### src/rtl/core/scma_pkg.sv
// scma_pkg: shared types and fixed-point constants of the sine/cosine unit
// no dependencies
package scma_pkg;

	localparam int ANGLE_W  = 32;
	localparam int RESULT_W = 32;
	localparam int VAL_W    = 48;
	localparam int FRAC     = 40;
	localparam int RES_FRAC = 30;

	// internal value: two's complement, FRAC fraction bits
	typedef logic signed [VAL_W-1:0] val_t;

	// pi * 2^60 and 1/(2pi) * 2^64, both fit in 62 bits
	localparam logic [61:0] PI_Q60    = 62'h3243F6A8885A308D;
	localparam logic [61:0] INV2PI_Q64 = 62'h28BE60DB9391054A;

	localparam logic [63:0] ONE64 = 64'd1 << FRAC;

	// pi/8 and pi/16 at FRAC fraction bits, rounded
	localparam logic [63:0] PI8_Q40  = ({2'b00, PI_Q60} + (64'd1 << 22)) >> 23;
	localparam logic [63:0] PI16_Q40 = ({2'b00, PI_Q60} + (64'd1 << 23)) >> 24;

	localparam val_t ONE_V = val_t'(ONE64);

	// cosine taylor coefficients round(2^F/(2n)!), alternating sign
	localparam val_t COEF [0:6] = '{
		val_t'(ONE64),
		-val_t'((ONE64 + 64'd1) / 64'd2),
		val_t'((ONE64 + 64'd12) / 64'd24),
		-val_t'((ONE64 + 64'd360) / 64'd720),
		val_t'((ONE64 + 64'd20160) / 64'd40320),
		-val_t'((ONE64 + 64'd1814400) / 64'd3628800),
		val_t'((ONE64 + 64'd239500800) / 64'd479001600)
	};

endpackage

### src/rtl/core/scma_reduce.sv
// scma_reduce: six-stage angle reduction, gives r = (angle - k*2pi)/8, minus pi/16 for sine
// depends on scma_pkg
module scma_reduce (
	input  logic                 clk,
	input  logic                 arst_n,
	input  logic                 en,
	input  logic                 in_valid,
	input  logic                 func,
	input  logic                 quick,
	input  logic signed [31:0]   angle,
	output logic                 out_valid,
	output logic                 out_quick,
	output scma_pkg::val_t       r
);
	import scma_pkg::*;

	logic [31:0]        mag_a;
	logic [5:0]         v;
	logic               func_s1, func_s2, func_s3, func_s4, func_s5;
	logic               quick_s1, quick_s2, quick_s3, quick_s4, quick_s5, quick_s6;
	logic signed [31:0] ang_s1, ang_s2, ang_s3;
	logic [62:0]        phi_s1, plo_s1;
	logic               neg_s1;
	logic [94:0]        prod;
	logic [54:0]        q;
	logic signed [55:0] t, t_s2;
	logic [55:0]        tmag;
	logic signed [15:0] k, k_s3;
	logic signed [79:0] kp;
	logic [63:0]        d, d_s4, dmag;
	logic [46:0]        m, m_s5;
	logic               neg_s5;
	val_t               rs, r_s6;

	// stage 1: |angle| times 1/(2pi), split in two halves
	assign mag_a = angle[31] ? 32'(-angle) : 32'(angle);

	// stage 2: round to Q40, add pi/8
	assign prod = {phi_s1, 31'b0} + {31'b0, plo_s1} + (95'd1 << (FRAC - 1));
	assign q    = {1'b0, prod[93:FRAC]};
	assign t    = (neg_s1 ? -56'(signed'(q)) : 56'(signed'(q))) + 56'(PI8_Q40);

	// stage 3: k = trunc(t / 2^40)
	assign tmag = t_s2[55] ? 56'(-t_s2) : 56'(t_s2);
	assign k    = t_s2[55] ? -16'(signed'(tmag[55:FRAC])) : 16'(signed'(tmag[55:FRAC]));

	// stage 4: angle*2^59 - k*pi*2^60, low 64 bits are exact
	assign kp = k_s3 * $signed({2'b00, PI_Q60});
	assign d  = {ang_s3[20:0], 43'b0} - kp[63:0];

	// stage 5: rounded shift to Q40, sign-magnitude
	assign dmag = d_s4[63] ? 64'(-d_s4) : d_s4;
	assign m    = 47'(dmag[63:22]) + 47'(dmag[21]);

	// stage 6: restore sign, sine offset
	assign rs = (neg_s5 ? -val_t'({1'b0, m_s5}) : val_t'({1'b0, m_s5}))
		- (func_s5 ? val_t'(0) : val_t'(PI16_Q40));

	always_ff @(posedge clk or negedge arst_n) begin
		if (!arst_n) begin
			v <= '0;
		end else if (en) begin
			v <= {v[4:0], in_valid};
		end
	end

	always_ff @(posedge clk) begin
		if (en) begin
			phi_s1   <= mag_a * INV2PI_Q64[61:31];
			plo_s1   <= mag_a * INV2PI_Q64[30:0];
			neg_s1   <= angle[31];
			ang_s1   <= angle;
			func_s1  <= func;
			quick_s1 <= quick;

			t_s2     <= t;
			ang_s2   <= ang_s1;
			func_s2  <= func_s1;
			quick_s2 <= quick_s1;

			k_s3     <= k;
			ang_s3   <= ang_s2;
			func_s3  <= func_s2;
			quick_s3 <= quick_s2;

			d_s4     <= d;
			func_s4  <= func_s3;
			quick_s4 <= quick_s3;

			m_s5     <= m;
			neg_s5   <= d_s4[63];
			func_s5  <= func_s4;
			quick_s5 <= quick_s4;

			r_s6     <= rs;
			quick_s6 <= quick_s5;
		end
	end

	assign out_valid = v[5];
	assign out_quick = quick_s6;
	assign r         = r_s6;

endmodule

### config.mk
export PLATFORM = sky130hd
export DESIGN_NAME = scma_reduce
export DESIGN_NICKNAME = d
export VERILOG_FILES = /design/src/rtl/core/scma_pkg.sv /design/src/rtl/core/scma_reduce.sv
export SDC_FILE = /design/constraint.sdc
export NUM_CORES = 2
export LEC_CHECK = 0
export BUFFER_PORTS_ARGS = -buffer_cell sky130_fd_sc_hd__buf_2
export CAP_MARGIN = 30
export CORE_ASPECT_RATIO = 1.75
export CORE_UTILIZATION = 71
export CTS_CLUSTER_SIZE = 12
export DETAILED_ROUTE_END_ITERATION = 6
export MAX_ROUTING_LAYER = met4
export PLACE_DENSITY = 0.88
export SETUP_SLACK_MARGIN = 0.02
export SYNTH_ARGS = -nofsm -noshare
export SYNTH_HDL_FRONTEND = slang
export SYNTH_SLANG_ARGS = --single-unit
### constraint.sdc
create_clock -name clk -period 10.9 [get_ports clk]
set_clock_uncertainty 0.05 [all_clocks]
set_input_delay 1.09 -clock clk [delete_from_list [all_inputs] [get_ports clk]]
set_output_delay 1.09 -clock clk [all_outputs]
set_load 0.01 [all_outputs]
# After elaboration in Yosys (flattened, before gate mapping)
# Index checks and enable logic that the tools add are counted.
[classes]
n_addsub = 12
mul = 3
n_div = 0
order_cmp = 0
n_eq_ne = 0
shifts = 0
n_mux = 7
bitwise = 0
n_reduce_logical = 0
[op_table]
columns = ["op", "n"]
rows = [
  ["two-way mux 56 bit", 2],
  ["adder 94 x 40 -> 94 bit (second input constant)", 1],
  ["adder 94 x 61 -> 94 bit", 1],
  ["multiplier 16 x 63 -> 64 bit (second input constant)", 1],
  ["two-way mux 64 bit", 1],
  ["negation 64 bit", 1],
  ["subtractor 64 bit", 1],
  ["multiplier 32 x 31 -> 63 bit (second input constant)", 1],
  ["multiplier 32 x 28 -> 60 bit (second input constant)", 1],
  ["adder 56 x 39 -> 56 bit (second input constant)", 1],
  ["negation 54 -> 56 bit", 1],
  ["negation 56 bit", 1],
  ["two-way mux 48 bit", 1],
  ["negation 47 -> 48 bit", 1],
  ["subtractor 48 x 39 -> 48 bit", 1],
  ["adder 42 x 1 -> 43 bit", 1],
  ["two-way mux 38 bit", 1],
  ["two-way mux 32 bit", 1],
  ["negation 32 bit", 1],
  ["two-way mux 16 bit", 1],
  ["negation 16 bit", 1],
]
[word_totals]
regBits = 436
latchBits = 0
ramBits = 0
rom_bits = 0
in_bits = 38
output_inout_bits = 50
elab_cells = 46
n_memories = 0

# Logic depth before layout (Yosys ltp)
[depth]
ltp_word = 5
depth_mapped = 42
mapped_depth_nobuf = 42

# Least setup slack after synthesis
# OpenSTA, ideal clock, no wires.
[synth_timing]
path_kind = "input to register"
from = "input port angle[11]"
to = "register phi_s1[62] (data pin)"
setup_time_ps = 260
arrival_ps = 11133
t_required_ps = 10590
slack_ps = -543
path_stages = 39
path_buffers = 0
cell_sequence = "or4_1 -> or3_1 -> o41a_1 -> nand2b_1 -> or3_1 -> or2_2 -> o31ai_1 -> xor2_1 -> inv_1 -> ha_1 -> inv_1 -> fa_1 -> inv_1 -> ha_1 -> inv_1 -> fa_1 -> inv_1 -> fa_1 -> (+3 left out) -> fa_1 -> inv_1 -> ha_1 -> a21o_1 -> a21o_1 -> a21o_1 -> a221oi_1 -> a21oi_1 -> a211oi_1 -> o41ai_1 -> o31ai_1 -> a31oi_1 -> a31oi_1 -> o21bai_1 -> a31oi_1 -> o21ai_0 -> a21oi_1 -> xnor2_1"
[synth_via]
elab_chain_cells = 3
[synth_rtl]
columns = ["item", "line", "source"]
rows = [
  ["start, declared", "scma_reduce.sv:10", "input logic signed [31:0] angle,"],
  ["negation 32 bit", "scma_reduce.sv:36", "assign mag_a = angle[31] ? 32'(-angle) : 32'(angle);"],
  ["two-way mux 32 bit (*)", "scma_reduce.sv:36", ""],
  ["multiplier 32 x 31 -> 63 bit (*)", "scma_reduce.sv:69", "phi_s1 <= mag_a * INV2PI_Q64[61:31];"],
  ["end signal, assigned", "scma_reduce.sv:69", ""],
  ["end, declared", "scma_reduce.sv:22", "logic [62:0] phi_s1, plo_s1;"],
]
# Mark *: on every way between the ends. The rest lies on a longest branch, timed or not.
# A chain may end at the register's enable or synchronous reset.

# Worst setup path in the final report
# Ends and elaborated chain as after synthesis.

==> impl_metrics.ini <==
[drt]
via_per_inst = 6.34
wl_um = 214000
vias = 51100
drt.antenna.violating_nets = 0
post-route-drc-count = 6
drt_pass1_iterations = 7
drt-initial-drc-count = 3850
avgRoutedWirePerCell_um = 26.6

[floorplan]
core_area_sq_um = 90600
ios = 88
die-area_sq_um = 92900
row_count = 146
floorplan.die.width_um = 231
start_util = 0.718
die_h_um = 402

[timing]
period_share = 0.996
finalCriticalPeriod_ns = 10.85
fmax_mhz = 92.1
drv_slew = 0
max-slew-margin-rel = 0.282
rsz0062_at_grt = true
setup_viol = 0
tightestPinTransition_ns = 1.07
finalHoldViolations = 0

[grt]
grt_pass1_wl_um = 325000
grt_usage = 0.493
grt_overflow_total = 0
antenna_found_initial = 1
first_global_vias = 56100
grt_max_degree = 168

[final_layout]
drive_gt1_frac = 0.0946
fin_cells = 8048
fillers = 5875
nets = 8771
area_delta_synth_final_pct = 9.38

[synth]
yosys_register_bits = 401
yosysTopAreaCell = fa_1
synth.most_common_cell = inv_1
ys_types = 109
ys_warn_count = 0
synthTopCellsByArea = fa_1 (28%), ha_1 (19%), edfxtp_1 (18%)
ys.flop_type = edfxtp_1
synth_edf_count = 395
synth.top_cell.area_share = 0.281
yosysSeqAreaShare = 0.185
async_flop_share = 0.0150
netlist_instances = 6456
syn_avg_cell_area_sq_um = 10.1
synthesis.nets = 8389
yosys-top-cells-count = inv_1 (1566), ha_1 (982), fa_1 (913), edfxtp_1 (395), xnor2_1 (316)
syn-cell-area_sq_um = 65000

[setup_path]
critical_path.max_fanout = 4
cp_slowest_stage_delay_ns = 0.53
start_kind = input port
crit_path_end_kind = register
cp.arrival_ns = 11.13
worst_path_max_delay_cell = or4_4
cpMostUsedCell = or3_4
cp_data_required_time_ns = 11.17
r2r_setup_slack_ns = 2.05
crit_type = input port to register

[clock_tree]
postCtsHoldBufs = 0
cts_buffers = 42
cts-htree-levels = 2
clockBufferDepth = 3
tritoncts = yes
cts-root-buf = clkbuf_16
clock-sinks = 401
path_clk_slew_ns = 0.06
clk_latency_ns = 0.63

[placement]
globalplace.congestion = 1.15
port-buffer-count = 87
dp_hpwl_um = 179000
dp_cells = 7967

[outcome]
status = finished, violations left
violations = DRC

[job]
cap_violations = 0

[worst_hold_path]
hold_class = input port to async pin
kinds of logic after synthesis:
| family | count (synthesis) | share of synthesized area |
|---|---|---|
| AO/OA/AOI/OAI | 913 | 0.0949 |
| AND/OR/NAND/NOR | 1088 | 0.0867 |
| adder cells (fa/ha/maj) | 1895 | 0.470 |
| buffers and inverters | 1668 | 0.0969 |
| other | 1 | 0.0000577 |
| flip-flops | 401 | 0.185 |
| XOR/XNOR | 471 | 0.0637 |
| multiplexers | 19 | 0.00314 |
per-layer routing:
| layer | GRT usage | part of all wire |
|---|---|---|
| met1 | 0.421 | 0.28 |
| met2 | 0.835 | 0.51 |
| met3 | 0.101 | 0.065 |
| met4 | 0.556 | 0.15 |
| met5 | - | 0 |
sequential cells by signal, summed over array words and instances, names as in the netlist, 30 cells and up:
name    count
r          48
m_s5       43
plo_s1     30
t_s2       56
d_s4       64
phi_s1     62
through the flow:
step	utilization	setup TNS [ns]	instance area, sq um	setup slack [ns]	hold WS, ns
after CTS	0.782	0	70900	0.0389	0.226
after detailed placement	0.768	-4.61	69600	-0.623	0.355
after global placement	0.768	-2.91	69600	-0.465	0.350
after floorplan	-	0	65300	0.00897	0.350
after global routing	0.785	-0.447	71100	-0.316	0.213
final	0.785	0	71100	0.0452	0.218
layout by cell type, fill, tap and decap left out, types with 55 or more instances in the layout:
cell / instances
a21o_1: 104
a21oi_1: 203
buf_2: 83
buf_4: 335
edfxtp_1: 395
fa_1: 910
ha_1: 972
inv_1: 1557
nand2_1: 231
nand3_1: 83
nand4_1: 55
nor2_1: 271
nor3_1: 86
o21ai_0: 182
xnor2_1: 304
xor2_1: 145
critical path: cells and delay by family:
kind | cells | cell delay, ns
AO/OA/AOI/OAI | 15 | 3.12
XOR/XNOR | 2 | 0.28
adder cells (fa/ha/maj) | 9 | 3.75
buffers and inverters | 8 | 0.49
AND/OR/NAND/NOR | 6 | 2.37
area by class of cell:
cell class                      instances  area, sq um  area share
Multi-Input combinational cell       4387        47200       0.664
Clock inverter                         13          168     0.00236
Clock buffer                           54         1100      0.0154
Inverter                             1569         5900      0.0830
Timing Repair Buffer                  437         3230      0.0454
Sequential cell                       401        12000       0.169
Antenna cell                            3         7.51    0.000106
Tap cell                             1184         1480      0.0208
final timing paths:
check,from,end,cells past startpoint
max,angle[11],phi_s1[62]$_DFFE_PP_,40
min,arst_n,v[2]$_DFFE_PN0P_,1
max reg2reg,k_s3[15]$_DFFE_PP_,d_s4[55]$_DFFE_PP_,22
min reg2reg,func_s4$_DFFE_PP_,func_s5$_DFFE_PP_,0
max in group asynchronous,arst_n,v[1]$_DFFE_PN0P_,1
min in group clk,func_s4$_DFFE_PP_,func_s5$_DFFE_PP_,0
timing repair:
action                     CTS  global route
setup endpoints to repair    1            11
setup buffers                0            10
resized for setup            1            34
pin swaps                    0            40
Power is not shown: default switching activity piles up to over one toggle a cycle in this logic, so the estimate is an artifact.
